$ cat src/hdl/ksrc_pkg.sv
package ksrc_pkg;

    localparam int unsigned LIMIT_W      = 7;
    localparam int unsigned PERIOD_W     = 8;
    localparam int unsigned CFG_INDEX_W  = 2;
    localparam int unsigned CFG_DATA_W   = 8;

    localparam logic [LIMIT_W-1:0]  HOLD_MAX              = 7'd127;
    localparam logic [LIMIT_W-1:0]  DEBOUNCE_LIMIT_RESET  = 7'd5;
    localparam logic [PERIOD_W-1:0] BLINK_PERIOD_RESET    = 8'd25;

    typedef enum logic [CFG_INDEX_W-1:0] {
        CFG_DEBOUNCE_LIMIT = 2'd0,
        CFG_BLINK_PERIOD   = 2'd1
    } cfg_index_t;

    typedef enum logic [1:0] {
        MODE_IDLE     = 2'd0,
        MODE_STOPPED  = 2'd1,
        MODE_REVIVING = 2'd2
    } mode_t;

    typedef struct packed {
        logic red_drive_n;
        logic green_drive_n;
        logic blue_drive_n;
    } led_drive_t;

endpackage

$ cat src/hdl/ksrc_if.sv
interface ksrc_tick_if;
    logic valid;
    logic ready;
    logic kill_pressed;
    logic revive_pressed;

    modport source (output valid, output kill_pressed, output revive_pressed, input ready);
    modport sink   (input valid, input kill_pressed, input revive_pressed, output ready);
endinterface

interface ksrc_result_if;
    logic       valid;
    logic       ready;
    logic [1:0] run_mode;
    logic       red_drive_n;
    logic       green_drive_n;
    logic       blue_drive_n;
    logic       force_stop;
    logic       chassis_enable;

    modport source (output valid, output run_mode, output red_drive_n,
                    output green_drive_n, output blue_drive_n, output force_stop,
                    output chassis_enable, input ready);
    modport sink   (input valid, input run_mode, input red_drive_n,
                    input green_drive_n, input blue_drive_n, input force_stop,
                    input chassis_enable, output ready);
endinterface

interface ksrc_cfg_if;
    logic                             valid;
    logic                             ready;
    logic [ksrc_pkg::CFG_INDEX_W-1:0] index;
    logic [ksrc_pkg::CFG_DATA_W-1:0]  data;

    modport source (output valid, output index, output data, input ready);
    modport sink   (input valid, input index, input data, output ready);
endinterface

$ cat src/hdl/ksrc_led.sv
module ksrc_led
(
    input  ksrc_pkg::mode_t      mode,
    input  logic                 blink_phase,
    output ksrc_pkg::led_drive_t drive
);

    always_comb
    begin
        case (mode)
            ksrc_pkg::MODE_IDLE:
            begin
                drive.red_drive_n   = 1'b0;
                drive.green_drive_n = 1'b1;
                drive.blue_drive_n  = 1'b1;
            end
            ksrc_pkg::MODE_STOPPED:
            begin
                drive.red_drive_n   = ~blink_phase;
                drive.green_drive_n = 1'b1;
                drive.blue_drive_n  = ~blink_phase;
            end
            ksrc_pkg::MODE_REVIVING:
            begin
                drive.red_drive_n   = 1'b1;
                drive.green_drive_n = 1'b0;
                drive.blue_drive_n  = 1'b1;
            end
            default:
            begin
                // unused code: blue blinks
                drive.red_drive_n   = 1'b1;
                drive.green_drive_n = 1'b1;
                drive.blue_drive_n  = ~blink_phase;
            end
        endcase
    end

endmodule

$ cat src/hdl/killswitch_run_state_controller_core.sv
// An accepted tick transaction's result is loaded into the output register for the next cycle.
// Throughput: one tick per cycle; the result register is reloaded in the cycle it is taken.
// The tick input stalls only while an untaken result is held.
// Reset: asynchronous, active low; run state idle, counters and blink phase zero,
// debounce limit 5, blink period 25, output register empty.
module killswitch_run_state_controller_core
(
    input  logic             clk,
    input  logic             rst_n,
    ksrc_tick_if.sink        tick,
    ksrc_result_if.source    result,
    ksrc_cfg_if.sink         cfg
);

    logic [ksrc_pkg::LIMIT_W-1:0]  debounce_limit_reg;
    logic [ksrc_pkg::PERIOD_W-1:0] blink_period_reg;

    ksrc_pkg::mode_t               mode_reg, mode_next;
    logic [ksrc_pkg::LIMIT_W-1:0]  hold_count_reg, hold_count_next;
    logic [ksrc_pkg::PERIOD_W-1:0] blink_count_reg, blink_count_next;
    logic                          blink_phase_reg, blink_phase_next;

    logic                          out_valid_reg;
    ksrc_pkg::mode_t               out_mode_reg;
    ksrc_pkg::led_drive_t          out_led_reg;
    logic                          out_force_stop_reg;
    logic                          out_enable_reg;

    logic [ksrc_pkg::PERIOD_W:0]   blink_inc;
    logic [ksrc_pkg::LIMIT_W-1:0]  hold_inc;
    logic                          enable_next;
    logic                          tick_accept;
    ksrc_pkg::led_drive_t          led_next;

    assign tick.ready  = ~out_valid_reg | result.ready;
    assign tick_accept = tick.valid & tick.ready;
    assign cfg.ready   = 1'b1;

    always_comb
    begin
        blink_inc = {1'b0, blink_count_reg} + 9'd1;
        if (blink_inc >= {1'b0, blink_period_reg})
        begin
            blink_count_next = '0;
            blink_phase_next = ~blink_phase_reg;
        end
        else
        begin
            blink_count_next = blink_inc[ksrc_pkg::PERIOD_W-1:0];
            blink_phase_next = blink_phase_reg;
        end
    end

    always_comb
    begin
        hold_inc        = (hold_count_reg < ksrc_pkg::HOLD_MAX) ? hold_count_reg + 7'd1
                                                                : hold_count_reg;
        mode_next       = mode_reg;
        enable_next     = 1'b0;
        hold_count_next = '0;
        if (tick.kill_pressed)
        begin
            hold_count_next = hold_inc;
            if (hold_inc == debounce_limit_reg)
            begin
                if (mode_reg == ksrc_pkg::MODE_STOPPED)
                begin
                    mode_next   = ksrc_pkg::MODE_IDLE;
                    enable_next = 1'b1;
                end
                else
                begin
                    mode_next = ksrc_pkg::MODE_STOPPED;
                end
            end
        end
        else if (tick.revive_pressed)
        begin
            if (mode_reg == ksrc_pkg::MODE_IDLE)
            begin
                mode_next = ksrc_pkg::MODE_REVIVING;
            end
        end
        else if (mode_reg == ksrc_pkg::MODE_REVIVING)
        begin
            mode_next   = ksrc_pkg::MODE_IDLE;
            enable_next = 1'b1;
        end
    end

    ksrc_led u_led
    (
        .mode        (mode_next),
        .blink_phase (blink_phase_next),
        .drive       (led_next)
    );

    always_ff @(posedge clk or negedge rst_n)
    begin
        if (!rst_n)
        begin
            debounce_limit_reg <= ksrc_pkg::DEBOUNCE_LIMIT_RESET;
            blink_period_reg   <= ksrc_pkg::BLINK_PERIOD_RESET;
        end
        else if (cfg.valid)
        begin
            case (cfg.index)
                ksrc_pkg::CFG_DEBOUNCE_LIMIT:
                    debounce_limit_reg <= cfg.data[ksrc_pkg::LIMIT_W-1:0];
                ksrc_pkg::CFG_BLINK_PERIOD:
                    blink_period_reg <= cfg.data;
                default:
                begin
                end
            endcase
        end
    end

    always_ff @(posedge clk or negedge rst_n)
    begin
        if (!rst_n)
        begin
            mode_reg        <= ksrc_pkg::MODE_IDLE;
            hold_count_reg  <= '0;
            blink_count_reg <= '0;
            blink_phase_reg <= 1'b0;
            out_valid_reg   <= 1'b0;
        end
        else
        begin
            if (tick_accept)
            begin
                mode_reg        <= mode_next;
                hold_count_reg  <= hold_count_next;
                blink_count_reg <= blink_count_next;
                blink_phase_reg <= blink_phase_next;
                out_valid_reg   <= 1'b1;
            end
            else if (result.ready)
            begin
                out_valid_reg <= 1'b0;
            end
        end
    end

    always_ff @(posedge clk)
    begin
        if (tick_accept)
        begin
            out_mode_reg       <= mode_next;
            out_led_reg        <= led_next;
            out_force_stop_reg <= (mode_next == ksrc_pkg::MODE_STOPPED);
            out_enable_reg     <= enable_next;
        end
    end

    assign result.valid          = out_valid_reg;
    assign result.run_mode       = out_mode_reg;
    assign result.red_drive_n    = out_led_reg.red_drive_n;
    assign result.green_drive_n  = out_led_reg.green_drive_n;
    assign result.blue_drive_n   = out_led_reg.blue_drive_n;
    assign result.force_stop     = out_force_stop_reg;
    assign result.chassis_enable = out_enable_reg;

endmodule
$ cat src/flat_wrapper.sv
// flat-port wrapper written by rule: the top's interface ports become plain ports
module killswitch_run_state_controller_core_flat 
  (clk, rst_n, tick_valid, tick_kill_pressed, tick_revive_pressed, tick_ready, result_valid, result_run_mode, result_red_drive_n, result_green_drive_n, result_blue_drive_n, result_force_stop, result_chassis_enable, result_ready, cfg_valid, cfg_index, cfg_data, cfg_ready);
  ksrc_tick_if tick_i ();
  ksrc_result_if result_i ();
  ksrc_cfg_if cfg_i ();
  input  logic clk;
  input  logic rst_n;
  input wire logic [$bits(tick_i.valid)-1:0] tick_valid;
  input wire logic [$bits(tick_i.kill_pressed)-1:0] tick_kill_pressed;
  input wire logic [$bits(tick_i.revive_pressed)-1:0] tick_revive_pressed;
  output wire logic [$bits(tick_i.ready)-1:0] tick_ready;
  output wire logic [$bits(result_i.valid)-1:0] result_valid;
  output wire logic [$bits(result_i.run_mode)-1:0] result_run_mode;
  output wire logic [$bits(result_i.red_drive_n)-1:0] result_red_drive_n;
  output wire logic [$bits(result_i.green_drive_n)-1:0] result_green_drive_n;
  output wire logic [$bits(result_i.blue_drive_n)-1:0] result_blue_drive_n;
  output wire logic [$bits(result_i.force_stop)-1:0] result_force_stop;
  output wire logic [$bits(result_i.chassis_enable)-1:0] result_chassis_enable;
  input wire logic [$bits(result_i.ready)-1:0] result_ready;
  input wire logic [$bits(cfg_i.valid)-1:0] cfg_valid;
  input wire logic [$bits(cfg_i.index)-1:0] cfg_index;
  input wire logic [$bits(cfg_i.data)-1:0] cfg_data;
  output wire logic [$bits(cfg_i.ready)-1:0] cfg_ready;
  assign tick_i.valid = tick_valid;
  assign tick_i.kill_pressed = tick_kill_pressed;
  assign tick_i.revive_pressed = tick_revive_pressed;
  assign tick_ready = tick_i.ready;
  assign result_valid = result_i.valid;
  assign result_run_mode = result_i.run_mode;
  assign result_red_drive_n = result_i.red_drive_n;
  assign result_green_drive_n = result_i.green_drive_n;
  assign result_blue_drive_n = result_i.blue_drive_n;
  assign result_force_stop = result_i.force_stop;
  assign result_chassis_enable = result_i.chassis_enable;
  assign result_i.ready = result_ready;
  assign cfg_i.valid = cfg_valid;
  assign cfg_i.index = cfg_index;
  assign cfg_i.data = cfg_data;
  assign cfg_ready = cfg_i.ready;
  killswitch_run_state_controller_core u_core (.clk(clk), .rst_n(rst_n), .tick(tick_i), .result(result_i), .cfg(cfg_i));
endmodule
$ cat config.mk
export PLATFORM = sky130hd
export DESIGN_NAME = killswitch_run_state_controller_core_flat
export DESIGN_NICKNAME = d
export VERILOG_FILES = /design/src/hdl/ksrc_pkg.sv /design/src/hdl/ksrc_if.sv /design/src/hdl/ksrc_led.sv /design/src/hdl/killswitch_run_state_controller_core.sv /design/src/flat_wrapper.sv
export SDC_FILE = /design/constraint.sdc
export NUM_CORES = 1
export LEC_CHECK = 0
export BUFFER_PORTS_ARGS = -buffer_cell sky130_fd_sc_hd__buf_2
export CAP_MARGIN = 20
export CELL_PAD_IN_SITES_DETAIL_PLACEMENT = 2
export CELL_PAD_IN_SITES_GLOBAL_PLACEMENT = 2
export CORE_UTILIZATION = 40
export DETAILED_ROUTE_END_ITERATION = 7
export GPL_TIMING_DRIVEN = 0
export HOLD_SLACK_MARGIN = 0.02
export PLACE_DENSITY_LB_ADDON = 0.05
export SETUP_SLACK_MARGIN = 0.3
export SYNTH_ARGS = -nofsm -noshare
export SYNTH_HDL_FRONTEND = slang
export SYNTH_SLANG_ARGS = --single-unit
$ cat constraint.sdc
create_clock -name clk -period 5.95 [get_ports clk]
set_clock_uncertainty 0.05 [all_clocks]
set_input_delay 0.2975 -clock clk [delete_from_list [all_inputs] [get_ports clk]]
set_output_delay 0.2975 -clock clk [all_outputs]
set_load 0.005 [all_outputs]
== Yosys cells after proc, flatten, opt, wreduce, memory -nomap -nowiden ==
Cells that the tools add are included.

* Register bits: 41
* Word-level logic and storage cells: 52

* $add $sub $neg: 2
* Order comparisons: 2
* Equality and inequality tests: 6
* Mux-type cells: 18
* Bitwise gates (word level): 5
* Reductions and logical operators: 6

{| class="wikitable"
|+ Operators by type and width
! kind !! number
|-
| two-way mux 7 bit || 2
|-
| two-way mux 2 bit || 5
|-
| adder 8 x 1 -> 9 bit, second input constant || 1
|-
| greater-or-equal comparator 9 x 8 -> 1 bit || 1
|-
| two-way mux 1 bit || 9
|-
| case mux 3 bit (3 select lines) || 1
|-
| two-way mux 8 bit || 1
|-
| adder 7 x 1 -> 7 bit, second input constant || 1
|-
| == test 7 bit || 1
|-
| < comparator 7 bit, second input constant || 1
|-
| == test 2 x 1 -> 1 bit, second input constant || 3
|-
| zero test 2 bit || 3
|-
| == test 2 bit, second input constant || 2
|-
| AND reduction 2 bit || 2
|-
| NOT 1 bit || 3
|-
| nonzero test 2 bit || 1
|-
| bitwise AND 1 bit || 1
|-
| OR 1 bit || 1
|}

== Depth between registers and ports, before layout ==
* Word-level depth: 7
* Gate-level depth with buffers: 12

== By module ==
From an unflattened synthesis, not the netlist that was laid out.

* Cells, all modules: 222
* Area, all modules: 2279.7 um2

{| class="wikitable"
|+ By module, submodules not included
! module !! instances !! cells each !! area an instance (um2) !! seq. area each (um2)
|-
| killswitch_run_state_controller_core || 1 || 218 || 2258.4 || 1067.3
|-
| ksrc_led || 1 || 4 || 21.3 || 0.0
|}

== Least setup slack after synthesis ==
Ideal clock, no wire load.

* Kind: flip-flop to flip-flop
* Start: register u_core.blink_count_reg[0] (netlist bit)
* End: register u_core.out_led_reg (netlist bit u_core.result.red_drive_n), data pin
* Setup time: 0.272 ns
* Arrival: 2.446 ns
* Slack: 3.182 ns
* Stages on the path, launching flop included: 13
* Path through: dfrtp_1 ha_1 nand3_1 nor2_1 xor2_1 ha_1 a21o_1 a21oi_1 o21ai_0 or2_2 buf_2 a211oi_1 mux2i_1

{| class="wikitable"
|+ RTL lines
! element !! line !! RTL
|-
| start, declared || killswitch_run_state_controller_core.sv:20 || <nowiki>logic [ksrc_pkg::PERIOD_W-1:0] blink_count_reg, blink_count_next;</nowiki>
|-
| start signal, assigned || killswitch_run_state_controller_core.sv:135 || <nowiki>blink_count_reg <= blink_count_next;</nowiki>
|-
| end signal, assigned || killswitch_run_state_controller_core.sv:151 || <nowiki>out_led_reg <= led_next;</nowiki>
|-
| end, declared || killswitch_run_state_controller_core.sv:25 || <nowiki>ksrc_pkg::led_drive_t out_led_reg;</nowiki>
|}

==> run summary <==
Status: completed
CTS H-tree lvls: 2
Wire per inst: 19.2 um
Cell internal pwr: 558 uW
Largest net degree at the start of global routing: 35
CTS Buffer Depth: 2
Peak supply drop: 0.128 mV
Post-Layout Cell Count: 357
Clock slew at reported path FFs: 0.09 ns
Critical path endpoint category: flop
Syn Inst Count: 249
Clock Sinks: 41
Sw frac: 0.362
Initial Util: 0.422
IO Pins: 27
Yosys reg bits: 41
Cell area after placement: 2760 sq um
RSZ-0062 raised after global routing: no
Std-Cell Rows: 28
Mapped Avg Cell Area: 10.2 sq um
CORE AREA: 6030 sq um
Slew HR: 0.373
Clock buffer count from CTS: 5
Syn-to-layout area delta: 12.0%
Max Freq: 0.299 GHz
Syn nets: 276
CP max FO: 5
Vias/cell: 5.68
Vias post-DR: 2028
Psw: 317 uW
Share of layout cells above drive strength 1: 0.273
Post-detailed-routing wire length: 6.86 mm
Die Wd: 81.7 um
CTS tree: yes
Seq. cell area: 1070 sq um
Cell variety after synth: 63
Final design utilization: 0.472
Routability Congestion: 0.769
Main synth FF type: dfrtp_1
Starting DRT DRC Count: 92
Fin. Hold Viols: 0
Number of warning messages in the yosys log: 0
DIE HEIGHT: 81.7 um
Resized cells post-CTS: 0
CTS root buffer: clkbuf_8
Clk Latency, worst-skew pair: 0.30 ns
Number of global-route vias before repair: 2217
Number of synthesized flops with an enable pin: 7
Reg-to-Reg Start: u_core.blink_count_reg[0]
Fillers: 684
Post-Syn Area: 2540 sq um
Final ANT Viol Nets: 0
# diodes: 0
Die footprint: 6680 sq um
MaxCap Viol Count: 0
Max-slew violations: 0
First-pass GRT wire length: 11.4 mm
Setup Viol. Count Final: 0
GRT Residual Overflow: 0
Remaining DRCs: 0
Worst endpoint data arrival time: 3.33 ns
Detailed Place HPWL: 5.00 mm
Worst slew pin tran: 0.941 ns
Crit share post-route: 0.562
Minimum clock period: 3.34 ns
# Post-CTS Setup Buffers: 0
WP data required: 5.94 ns
Setup tns final: 0 ns
Combinational Power Share: 0.322
Hold Buf Count CTS: 0
Kind of critical path: reg2reg
Synth async-reset ratio: 0.829
Placed cell count: 348
Power share of the clock group: 0.219
Power per cell area: 308 nW/um^2
Leak Pwr: 1.29 nW
Worst min path class: in2async
Multi-input logic area: 1340 sq um
Crit path from: u_core.blink_count_reg[0]
Initial antenna violation count: 0
GRT Util Overall: 0.231
Fin nets: 308
Port bufs: 24
Register area share after synthesis: 0.420
Initial DRT Pass Iterations: 4
Sequential Power Share: 0.458
Post-route cell area: 2850 sq um
Setup crit start kind: flop
==> cell families after synthesis <==
| group | count (synthesis) | share of synthesized area |
|---|---|---|
| buffers and inverters | 24 | 0.0532 |
| xor gates and xnor gates | 12 | 0.0443 |
| adders and majority gates | 10 | 0.0492 |
| and+or+nand+nor | 82 | 0.192 |
| muxes | 17 | 0.0743 |
| AOI/OAI and AO/OA | 62 | 0.165 |
| DFF | 41 | 0.420 |
| other | 1 | 0.00148 |
==> area by class of cell <==
cell class,count,area share
plain buffers,12,0.0316
clock buffers,6,0.0255
multi-input cells,184,0.470
clock inverters,2,0.00484
repair buffers,25,0.0440
well taps,75,0.0330
inverters,12,0.0158
flip-flops and latches,41,0.375
==> power groups by stage <==
stage / logic (mW) / clock network (mW) / registers, mW
after floorplan: 0.200 / 0 / 0.389
after global placement: 0.259 / 0 / 0.402
after detailed placement: 0.280 / 0 / 0.406
after CTS: 0.287 / 0.200 / 0.402
after global routing: 0.317 / 0.208 / 0.410
final: 0.282 / 0.192 / 0.402
==> cell usage after synthesis, drive strengths merged (2+ instances only) <==
cell / number / area (sq um)
a2111oi: 2 / 17.5
a211oi: 3 / 35.0
a21o: 2 / 16.3
a21oi: 16 / 80.1
a22o: 4 / 35.0
a31oi: 4 / 25.0
and2: 7 / 48.8
and3: 4 / 26.3
buf: 8 / 55.1
clkbuf: 4 / 35.0
dfrtp: 29 / 726
dfstp: 5 / 131
edfxtp: 7 / 210
ha: 10 / 125
inv: 12 / 45.0
mux2: 15 / 169
mux2i: 2 / 20.0
nand2: 22 / 85.1
nand2b: 7 / 43.8
nand3: 10 / 50.1
nand3b: 3 / 22.5
nand4: 4 / 31.3
nor2: 9 / 33.8
nor3: 3 / 20.0
nor4b: 2 / 32.5
o211ai: 4 / 30.0
o21a: 2 / 15.0
o21ai: 15 / 75.1
o31ai: 2 / 15.0
or2: 3 / 18.8
or3: 3 / 18.8
xnor2: 6 / 52.6
xor2: 6 / 60.1
==> cells in the final DEF (no fill, tap or decap), types with 4 or more instances in the layout <==
cell type  netlist  final
buf_2            2     27
o21ai_0         14     14
inv_1           12     12
dfstp_2          5      5
a21oi_1         16     16
ha_1            10     10
xor2_1           5      5
a22o_1           4      4
dfrtp_1         29     29
xnor2_1          6      6
nand3_1         10     10
nand2b_1         7      7
and2_1           4      4
mux2_2          15     15
nand2_1         21     21
nor2_1           9      9
clkbuf_8         2      7
a31oi_1          4      4
edfxtp_1         7      7
o211ai_1         4      4
==> layer usage <==
layer  track usage  vias up  wire, um
met1         0.296     1020      3200
met5             0        -         0
met4        0.0614        0        73
met3        0.0400        8       202
li1              -      961         -
met2         0.400       39      3380
==> final timing paths <==
check / to / slack (ns) / cells past startpoint
max in group asynchronous: u_core.blink_count_reg[7] / 5.28 / 1
min: u_core.result.valid / 0.03 / 1
max: u_core.result.red_drive_n / 2.61 / 11
min in group clk: u_core.result.valid / 0.14 / 2
min reg2reg: u_core.blink_period_reg[7] / 0.47 / 1
max reg2reg: u_core.result.red_drive_n / 2.61 / 11
==> through the flow <==
stage	hold slack [ns]	setup WS, ns	power [mW]
floorplan	-0.0481	3.18	0.589
global placement	0.394	2.72	0.661
detailed placement	0.401	2.62	0.686
CTS	0.0644	2.58	0.889
global route	0.0855	2.32	0.935
finish	0.0337	2.61	0.876
==> worst max-delay path: stages, from the launching register on <==
cell	delay [ns]
dfrtp_1	0.45
ha_1	0.28
nand3_1	0.19
nor2_1	0.22
xor2_1	0.21
ha_1	0.28
a21o_1	0.16
a21oi_1	0.16
o21ai_0	0.17
or2_2	0.35
a2111oi_0	0.40
mux2i_1	0.17
No activity file was read; power rests on OpenSTA's default activity.
